--- config.mk ---
export PLATFORM = sky130hd
export DESIGN_NAME = bcd_clock_with_digit_setting
export DESIGN_NICKNAME = d
export VERILOG_FILES = /design/src/rtl/bcdc_pkg.sv /design/src/rtl/bcdc_cfg_regs.sv /design/src/rtl/bcdc_advance.sv /design/src/rtl/bcdc_editor.sv /design/src/rtl/bcd_clock_with_digit_setting.sv
export VERILOG_INCLUDE_DIRS = /design/src /design/src/rtl
export SDC_FILE = /design/constraint.sdc
export NUM_CORES = 1
export LEC_CHECK = 0
export ABC_AREA = 1
export BUFFER_PORTS_ARGS = -buffer_cell sky130_fd_sc_hd__buf_2
export CORE_MARGIN = 1
export CORE_UTILIZATION = 54
export CTS_CLUSTER_SIZE = 28
export DETAILED_ROUTE_END_ITERATION = 7
export PLACE_DENSITY = 0.88
export SETUP_SLACK_MARGIN = 0.3
export SKIP_LAST_GASP = 1
export SLEW_MARGIN = 5
export SYNTH_ARGS = -nofsm -noshare
export SYNTH_HDL_FRONTEND = slang
export SYNTH_HIERARCHICAL = 1
export SYNTH_SLANG_ARGS = --single-unit
--- constraint.sdc ---
create_clock -name clk_i -period 2.6 [get_ports clk_i]
set_input_delay 0.26 -clock clk_i [delete_from_list [all_inputs] [get_ports clk_i]]
set_output_delay 0.26 -clock clk_i [all_outputs]
set_load 0.02 [all_outputs]
--- src/rtl/assert_macros.svh ---
// Assertion helpers shared by the RTL. All checks use the block clock and
// are disabled while the asynchronous reset is asserted.
`ifndef ASSERT_MACROS_SVH
`define ASSERT_MACROS_SVH

// Concurrent property check on clk_i, off during reset.
`define ASSERT_CLK(lbl, prop, msg) \
  lbl: assert property (@(posedge clk_i) disable iff (!rst_ni) (prop)) else $error(msg);

// Condition that must never be true on a clock edge outside reset.
`define ASSERT_NEVER(lbl, cond, msg) \
  lbl: assert property (@(posedge clk_i) disable iff (!rst_ni) !(cond)) else $error(msg);

`endif

--- src/rtl/bcdc_pkg.sv ---
`timescale 1ns / 1ps
package bcdc_pkg;

  // operation codes
  localparam logic OP_TICK = 1'b0;
  localparam logic OP_KEY  = 1'b1;

  // key codes
  localparam logic [3:0] KEY_DIGIT_MAX = 4'd9;
  localparam logic [3:0] KEY_UP        = 4'd10;
  localparam logic [3:0] KEY_DOWN      = 4'd11;
  localparam logic [3:0] KEY_SET       = 4'd15;

  // cursor positions
  localparam logic [2:0] CUR_SEC_U  = 3'd0;
  localparam logic [2:0] CUR_SEC_T  = 3'd1;
  localparam logic [2:0] CUR_MIN_U  = 3'd2;
  localparam logic [2:0] CUR_MIN_T  = 3'd3;
  localparam logic [2:0] CUR_HOUR_U = 3'd4;
  localparam logic [2:0] CUR_HOUR_T = 3'd5;

  // digit limits
  localparam logic [3:0] UNITS_MAX     = 4'd9;
  localparam logic [2:0] TENS_MAX      = 3'd5;
  localparam logic [1:0] HOUR_T_MAX    = 2'd2;
  localparam logic [3:0] HOUR_U_MAX_20 = 4'd3;

  // register map
  localparam logic       REG_TPS   = 1'b0;
  localparam logic [7:0] TPS_RESET = 8'd20;

  typedef struct packed {
    logic [1:0] hour_tens;
    logic [3:0] hour_units;
    logic [2:0] min_tens;
    logic [3:0] min_units;
    logic [2:0] sec_tens;
    logic [3:0] sec_units;
  } time_t;

  typedef struct packed {
    time_t      digits;
    logic [2:0] cursor;
    logic       setting;
  } edit_t;

  typedef struct packed {
    logic       operation;
    logic [3:0] key_code;
  } in_item_t;

  typedef struct packed {
    logic [3:0] sec_units;
    logic [2:0] sec_tens;
    logic [3:0] min_units;
    logic [2:0] min_tens;
    logic [3:0] hour_units;
    logic [1:0] hour_tens;
    logic [2:0] cursor_pos;
    logic       setting_mode;
    logic       second_elapsed;
  } out_item_t;

endpackage

--- src/rtl/bcdc_cfg_regs.sv ---
`timescale 1ns / 1ps
module bcdc_cfg_regs import bcdc_pkg::*; (
  input  logic        clk_i,
  input  logic        rst_ni,
  input  logic        psel,
  input  logic        penable,
  input  logic        pwrite,
  input  logic [2:0]  paddr,
  input  logic [31:0] pwdata,
  output logic [31:0] prdata,
  output logic        pready,
  output logic [7:0]  tps_o
);

  logic [7:0] tps_q, tps_d;
  logic       wr_en;

  assign pready = 1'b1;
  assign wr_en  = psel && penable && pwrite && (paddr[2] == REG_TPS);

  always_comb begin
    tps_d = wr_en ? pwdata[7:0] : tps_q;
  end

  always_ff @(posedge clk_i or negedge rst_ni) begin
    if (!rst_ni) begin
      tps_q <= TPS_RESET;
    end else begin
      tps_q <= tps_d;
    end
  end

  // unused word reads as zero; byte lanes ignored
  assign prdata = (paddr[2] == REG_TPS) ? {24'd0, tps_q} : 32'd0;
  assign tps_o  = tps_q;

endmodule

--- src/rtl/bcdc_advance.sv ---
`timescale 1ns / 1ps
module bcdc_advance import bcdc_pkg::*; (
  input  time_t cur_i,
  output time_t nxt_o
);

  logic [3:0] su_inc, mu_inc, hu_inc, hu_n;
  logic [2:0] st_inc, mt_inc;
  logic [1:0] ht_n;

  assign su_inc = cur_i.sec_units + 4'd1;
  assign st_inc = cur_i.sec_tens + 3'd1;
  assign mu_inc = cur_i.min_units + 4'd1;
  assign mt_inc = cur_i.min_tens + 3'd1;
  assign hu_inc = cur_i.hour_units + 4'd1;

  // hours: 09 -> 10, 19 -> 20, 23 -> 00
  always_comb begin
    hu_n = hu_inc;
    ht_n = cur_i.hour_tens;
    if (hu_inc > UNITS_MAX && cur_i.hour_tens < HOUR_T_MAX) begin
      ht_n = cur_i.hour_tens + 2'd1;
      hu_n = 4'd0;
    end
    if (hu_n > HOUR_U_MAX_20 && ht_n >= HOUR_T_MAX) begin
      ht_n = 2'd0;
      hu_n = 4'd0;
    end
  end

  always_comb begin
    nxt_o = cur_i;
    if (su_inc <= UNITS_MAX) begin
      nxt_o.sec_units = su_inc;
    end else begin
      nxt_o.sec_units = 4'd0;
      if (st_inc <= TENS_MAX) begin
        nxt_o.sec_tens = st_inc;
      end else begin
        nxt_o.sec_tens = 3'd0;
        if (mu_inc <= UNITS_MAX) begin
          nxt_o.min_units = mu_inc;
        end else begin
          nxt_o.min_units = 4'd0;
          if (mt_inc <= TENS_MAX) begin
            nxt_o.min_tens = mt_inc;
          end else begin
            nxt_o.min_tens   = 3'd0;
            nxt_o.hour_units = hu_n;
            nxt_o.hour_tens  = ht_n;
          end
        end
      end
    end
  end

endmodule

--- src/rtl/bcdc_editor.sv ---
`timescale 1ns / 1ps
module bcdc_editor import bcdc_pkg::*; (
  input  edit_t      cur_i,
  input  logic [3:0] key_i,
  output edit_t      nxt_o
);

  logic [2:0] cur_dn, cur_up;
  logic [2:0] tens_clamp;
  logic [3:0] hu_wr;
  logic [1:0] ht_wr;

  assign cur_dn = (cur_i.cursor == CUR_SEC_U) ? CUR_HOUR_T : cur_i.cursor - 3'd1;
  assign cur_up = (cur_i.cursor >= CUR_HOUR_T) ? CUR_SEC_U : cur_i.cursor + 3'd1;

  assign tens_clamp = (key_i > 4'(TENS_MAX)) ? TENS_MAX : key_i[2:0];

  assign hu_wr = (cur_i.digits.hour_tens == HOUR_T_MAX && key_i > HOUR_U_MAX_20) ?
                 HOUR_U_MAX_20 : key_i;

  // hour tens: keep 20-23 legal against the units digit already set
  always_comb begin
    if (key_i < 4'd3) begin
      ht_wr = (cur_i.digits.hour_units > HOUR_U_MAX_20 && key_i == 4'd2) ?
              2'd1 : key_i[1:0];
    end else begin
      ht_wr = (cur_i.digits.hour_units <= HOUR_U_MAX_20) ? HOUR_T_MAX : 2'd1;
    end
  end

  always_comb begin
    nxt_o = cur_i;
    if (!cur_i.setting) begin
      if (key_i == KEY_SET) begin
        nxt_o.setting = 1'b1;
        nxt_o.cursor  = CUR_HOUR_T;
      end
    end else if (key_i <= KEY_DIGIT_MAX) begin
      unique case (cur_i.cursor)
        CUR_SEC_U:  nxt_o.digits.sec_units  = key_i;
        CUR_SEC_T:  nxt_o.digits.sec_tens   = tens_clamp;
        CUR_MIN_U:  nxt_o.digits.min_units  = key_i;
        CUR_MIN_T:  nxt_o.digits.min_tens   = tens_clamp;
        CUR_HOUR_U: nxt_o.digits.hour_units = hu_wr;
        CUR_HOUR_T: nxt_o.digits.hour_tens  = ht_wr;
        default:    nxt_o.digits = cur_i.digits;
      endcase
      nxt_o.cursor = cur_dn;
    end else if (key_i == KEY_DOWN) begin
      nxt_o.cursor = cur_dn;
    end else if (key_i == KEY_UP) begin
      nxt_o.cursor = cur_up;
    end else if (key_i == KEY_SET) begin
      nxt_o.setting = 1'b0;
    end
  end

endmodule

--- src/rtl/bcd_clock_with_digit_setting.sv ---
`timescale 1ns / 1ps
// channel   direction  handshake                    payload
// in        input      in_valid_i / in_ready_o      in_item_i  (in_item_t)
// out       output     out_valid_o / out_ready_i    out_item_o (out_item_t)
// cfg       input      psel/penable/pwrite/pready   paddr, pwdata, prdata
//
// One item per cycle while in_ready_o is high; its result shows in the cycle after acceptance.
// The whole update (prescaler, six-digit carry chain or key edit) is
// one combinational pass from the state registers into the result register.
// in_ready_o drops only while a result is held and out_ready_i is low.
// Reset clears the time to 00:00:00, cursor to hours tens, clock running,
// ticks_per_second to 20. No clearing pass after reset.
`include "assert_macros.svh"
module bcd_clock_with_digit_setting import bcdc_pkg::*; (
  input  logic        clk_i,
  input  logic        rst_ni,
  // item input
  input  logic        in_valid_i,
  output logic        in_ready_o,
  input  in_item_t    in_item_i,
  // result output
  output logic        out_valid_o,
  input  logic        out_ready_i,
  output out_item_t   out_item_o,
  // config port
  input  logic        psel,
  input  logic        penable,
  input  logic        pwrite,
  input  logic [2:0]  paddr,
  input  logic [31:0] pwdata,
  output logic [31:0] prdata,
  output logic        pready
);

  // clock state
  time_t      time_q, time_d;
  logic [7:0] tick_q, tick_d;
  logic [2:0] cursor_q, cursor_d;
  logic       setting_q, setting_d;

  // result register
  out_item_t  out_q, out_d;
  logic       out_valid_q, out_valid_d;

  logic       accept;
  logic [7:0] tps;
  logic [7:0] tick_inc;
  logic       sec_hit;
  time_t      time_adv;
  edit_t      edit_cur, edit_nxt;

  bcdc_cfg_regs u_cfg (
    .clk_i   (clk_i),
    .rst_ni  (rst_ni),
    .psel    (psel),
    .penable (penable),
    .pwrite  (pwrite),
    .paddr   (paddr),
    .pwdata  (pwdata),
    .prdata  (prdata),
    .pready  (pready),
    .tps_o   (tps)
  );

  bcdc_advance u_adv (
    .cur_i (time_q),
    .nxt_o (time_adv)
  );

  assign edit_cur = '{digits: time_q, cursor: cursor_q, setting: setting_q};

  bcdc_editor u_edit (
    .cur_i (edit_cur),
    .key_i (in_item_i.key_code),
    .nxt_o (edit_nxt)
  );

  // output register frees up as soon as its item is taken
  assign in_ready_o = !out_valid_q || out_ready_i;
  assign accept     = in_valid_i && in_ready_o;

  // prescaler: 8-bit wrap, compare >= so a count of 0 behaves like 1
  assign tick_inc = tick_q + 8'd1;
  assign sec_hit  = (in_item_i.operation == OP_TICK) && !setting_q && (tick_inc >= tps);

  always_comb begin
    time_d    = time_q;
    tick_d    = tick_q;
    cursor_d  = cursor_q;
    setting_d = setting_q;
    if (accept) begin
      if (in_item_i.operation == OP_TICK) begin
        // ticks are dropped while the clock is stopped for setting
        if (!setting_q) begin
          tick_d = sec_hit ? 8'd0 : tick_inc;
          if (sec_hit) begin
            time_d = time_adv;
          end
        end
      end else begin
        time_d    = edit_nxt.digits;
        cursor_d  = edit_nxt.cursor;
        setting_d = edit_nxt.setting;
      end
    end
  end

  always_comb begin
    out_d.sec_units      = time_d.sec_units;
    out_d.sec_tens       = time_d.sec_tens;
    out_d.min_units      = time_d.min_units;
    out_d.min_tens       = time_d.min_tens;
    out_d.hour_units     = time_d.hour_units;
    out_d.hour_tens      = time_d.hour_tens;
    out_d.cursor_pos     = cursor_d;
    out_d.setting_mode   = setting_d;
    out_d.second_elapsed = sec_hit;
    out_valid_d          = accept || (out_valid_q && !out_ready_i);
  end

  always_ff @(posedge clk_i or negedge rst_ni) begin
    if (!rst_ni) begin
      time_q      <= '0;
      tick_q      <= 8'd0;
      cursor_q    <= CUR_HOUR_T;
      setting_q   <= 1'b0;
      out_valid_q <= 1'b0;
    end else begin
      time_q      <= time_d;
      tick_q      <= tick_d;
      cursor_q    <= cursor_d;
      setting_q   <= setting_d;
      out_valid_q <= out_valid_d;
    end
  end

  always_ff @(posedge clk_i) begin
    if (accept) begin
      out_q <= out_d;
    end
  end

  assign out_valid_o = out_valid_q;
  assign out_item_o  = out_q;

  // ---- checks ----
  `ASSERT_CLK(a_set_entry, accept && in_item_i.operation == OP_KEY && !setting_q && in_item_i.key_code == KEY_SET |=> setting_q && cursor_q == CUR_HOUR_T, "set key did not enter set mode at hours tens")
  `ASSERT_CLK(a_tick_frozen, accept && in_item_i.operation == OP_TICK && setting_q |=> $stable(time_q) && $stable(tick_q), "tick changed state in set mode")
  `ASSERT_NEVER(a_elapsed_in_set, out_valid_q && out_q.second_elapsed && out_q.setting_mode, "second elapsed while stopped")
  `ASSERT_NEVER(a_hour_range, time_q.hour_tens == HOUR_T_MAX && time_q.hour_units > HOUR_U_MAX_20, "hour above 23")
  `ASSERT_CLK(a_out_hold, out_valid_q && !out_ready_i |=> out_valid_q && $stable(out_q), "held result lost")

endmodule
==> impl_results.md <==
- Gate power share: 0.557
- Number of global-route vias before repair: 4,324
- Final period util: 0.963
- Setup crit end kind: register
- Clock sinks: 66
- Area leader, netlist: dfrtp_1
- Maximum clock frequency: 399 MHz
- Clock latency on the worst-skew pair: 360 ps
- Required time of the critical path: 2720 ps
- H-tree levels: 3
- Clock skew: 10.9 ps
- Violation count after the first detailed-route iteration: 388
- Total Nets Final: 818
- # IOs: 107
- Library cell used as clock root buffer: clkbuf_8
- Design area: 0.00596 mm2
- Placer Congestion: 0.941
- Row count: 34
- Final Core Density: 0.670
- Register-to-Register Path Depth: 13
- Flop pwr share: 0.294
- TritonCTS clock tree: yes
- WP data arrival: 2630 ps
- Congestion Overflow GR: 0
- Yosys cell types: 38
- Reg2Reg Launch Point: tick_q[0]$_DFFE_PN0P_
- Post-route ant nets: 0
- Commonest non-fill, non-tap cell in the layout: nand2_1
- Worst-path clk slew: 80 ps
- DP Area: 0.00529 mm2
- Pint: 3.26 mW
- Slew @ Worst Pin: 971 ps
- Crit path kind: register to register
- CP startpoint: tick_q[0]$_DFFE_PN0P_
- Post-DP HPWL: 7.78 mm
- Fin. Hold Viols: 0
- Vias per inst: 5.56
- Pwr Density: 1080 mW/mm2
- Psw: 3.14 mW
- Post-synthesis area per instance: 7.55 um2
- Sequential element share of the synthesized area: 0.352
- Vias: 4,776
- Static Leak: 3.11 nW
- Slew headroom: 0.353
- Initial core utilization: 0.570
- Hold/Removal Path Class: input pin to asynchronous set/reset pin
- Wirelength, routed: 13.2 mm
- Synth Instances: 671
- Maximum clock path buffer count: 2
- Layout area overhead: 17.7%
- Synth area leaders: dfrtp_1 (18%), edfxtp_1 (15%), nand2_1 (12%), inv_1 (7.0%), ha_1 (6.2%)
- Initial antenna violation count: 0
- Layout cells sized above 1: 0.272
- DR pass1 iterations: 6
- Worst vdd ir: 0.427 mV
- Gr usage total: 0.261
- Die area: 0.00977 mm2
- First-pass GRT wire length: 20.2 mm
- IO buf count: 55
- Fin crit period: 2500 ps
- Antenna Cells: 0
- Synth top area share: 0.183
- Fill cells: 658
- Sw frac: 0.491
- Number of max-cap violations: 0
- RR Endpoint: out_item_o[5]$_DFFE_PP_
- Run status: finished clean
- CP startpoint kind: register
- Core Area: 0.00889 mm2
- Clock group share of total power: 0.149
- YS warnings: 6
- Synth Register Bits: 66
- Setup-failing EPs final: 0
- Largest net degree at the start of global routing: 42
- Die Width: 98.8 um
- Final Max Slew Viols: 0
- DR WL/cell: 15.3 um
- Flop2flop setup slack: 100 ps
- Worst-path fanout max: 5
- Die height: 98.8 um
- Unrepaired setup endpoints after global routing: true
- Cell area after synthesis: 0.00506 mm2
- Hold buffers post-CTS: 0
- Most frequent cells in the layout: nand2_1 (160), inv_1 (93), nor2_1 (57), buf_2 (55), nand3_1 (50)
- Drt drc: 0
- Inserted Clock Buffers: 9
-- power groups by stage --
stage	combinational (mW)	clock, mW	sequential [mW]
5_1_grt	3.89	1.01	1.93
3_5_place_dp	2.89	0	1.83
4_1_cts	3.20	0.963	1.82
3_3_place_gp	2.75	0	1.81
2_1_floorplan	2.30	0	1.82
6_report	3.57	0.957	1.88
-- state kept, by name (all words and copies together) (netlist names) --
name	cells
setting_q	1
edit_cur	20
tick_q	8
out_item_o	25
out_valid_o	1
cursor_q	3
u_cfg/tps_o	8
-- layout make-up --
class / instances / area [um2] / area share
inverters: 103 / 397 / 0.0665
clock inverters: 4 / 25.0 / 0.00420
clock buffers: 12 / 199 / 0.0334
multi-input cells: 490 / 2980 / 0.500
well taps: 108 / 135 / 0.0227
flip-flops and latches: 66 / 1790 / 0.300
repair buffers: 76 / 440 / 0.0739
-- critical path, stage by stage, from the launching register on --
cell	delay, ps
dfrtp_1	450
ha_4	200
nand3_4	90
nor3_4	200
xor2_2	200
ha_1	270
nand2_1	90
nor2_1	60
nand2_1	140
nand2_4	110
nand2_8	160
nand2_8	120
nor2_4	150
nor2_2	50
-- metal layers --
layer / routed length [um] / up-vias / GRT usage / part of all wire
li1: - / 2203 / - / -
met1: 5170 / 2232 / 0.310 / 0.39
met2: 6490 / 291 / 0.458 / 0.49
met3: 1030 / 50 / 0.0454 / 0.078
met4: 467 / 0 / 0.129 / 0.036
met5: 0 / - / 0 / 0
-- what timing repair did --
| action | 4_1_cts | 5_1_grt |
|---|---|---|
| pin swaps | 7 | 15 |
| endpoints found under the setup margin | 48 | 48 |
| gates cloned | 2 | 1 |
| buffers inserted | 10 | 8 |
| resized for setup | 23 | 38 |
-- kinds of logic after synthesis --
group | count (synthesis) | synth area share
and+or+nand+nor | 375 | 0.371
buffers and inverters | 141 | 0.135
DFF | 66 | 0.352
AOI/OAI and AO/OA | 55 | 0.0662
adders and majority gates | 25 | 0.0618
xor gates and xnor gates | 7 | 0.0121
other | 2 | 0.00148
-- how the worst max path moves through the flow --
stage,slack (ps),to
after detailed placement,-2,out_item_o[16]$_DFFE_PP_
after global routing,-30,out_item_o[11]$_DFFE_PP_
after CTS,260,out_item_o[13]$_DFFE_PP_
final,100,out_item_o[5]$_DFFE_PP_
after global placement,120,out_item_o[16]$_DFFE_PP_
after floorplan,410,out_item_o[16]$_DFFE_PP_
-- through the flow --
step / power (mW) / TNS [ps] / hold WS [ps] / instances / setup WS, ps
final: 6.41 / 0 / 51.5 / 859 / 95.2
after global routing: 6.83 / -243 / 99.0 / 859 / -33.2
after CTS: 5.98 / 0 / 87.0 / 850 / 260
after detailed placement: 4.72 / -4.34 / 471 / 822 / -2.25
after global placement: 4.56 / 0 / 467 / 822 / 121
after floorplan: 4.11 / 0 / -35.6 / 694 / 407
-- synthesized netlist by cell type, drive strengths merged --
cell	number
a21boi	3
a21oi	15
buf	38
conb	2
dfrtp	37
dfstp	4
edfxtp	25
ha	25
inv	103
nand2	176
nand3	59
nand4	7
nor2	108
nor3	5
o21a	2
o21ai	34
o31ai	1
or2	20
xor2	7
(Power assumes the default switching activity.)
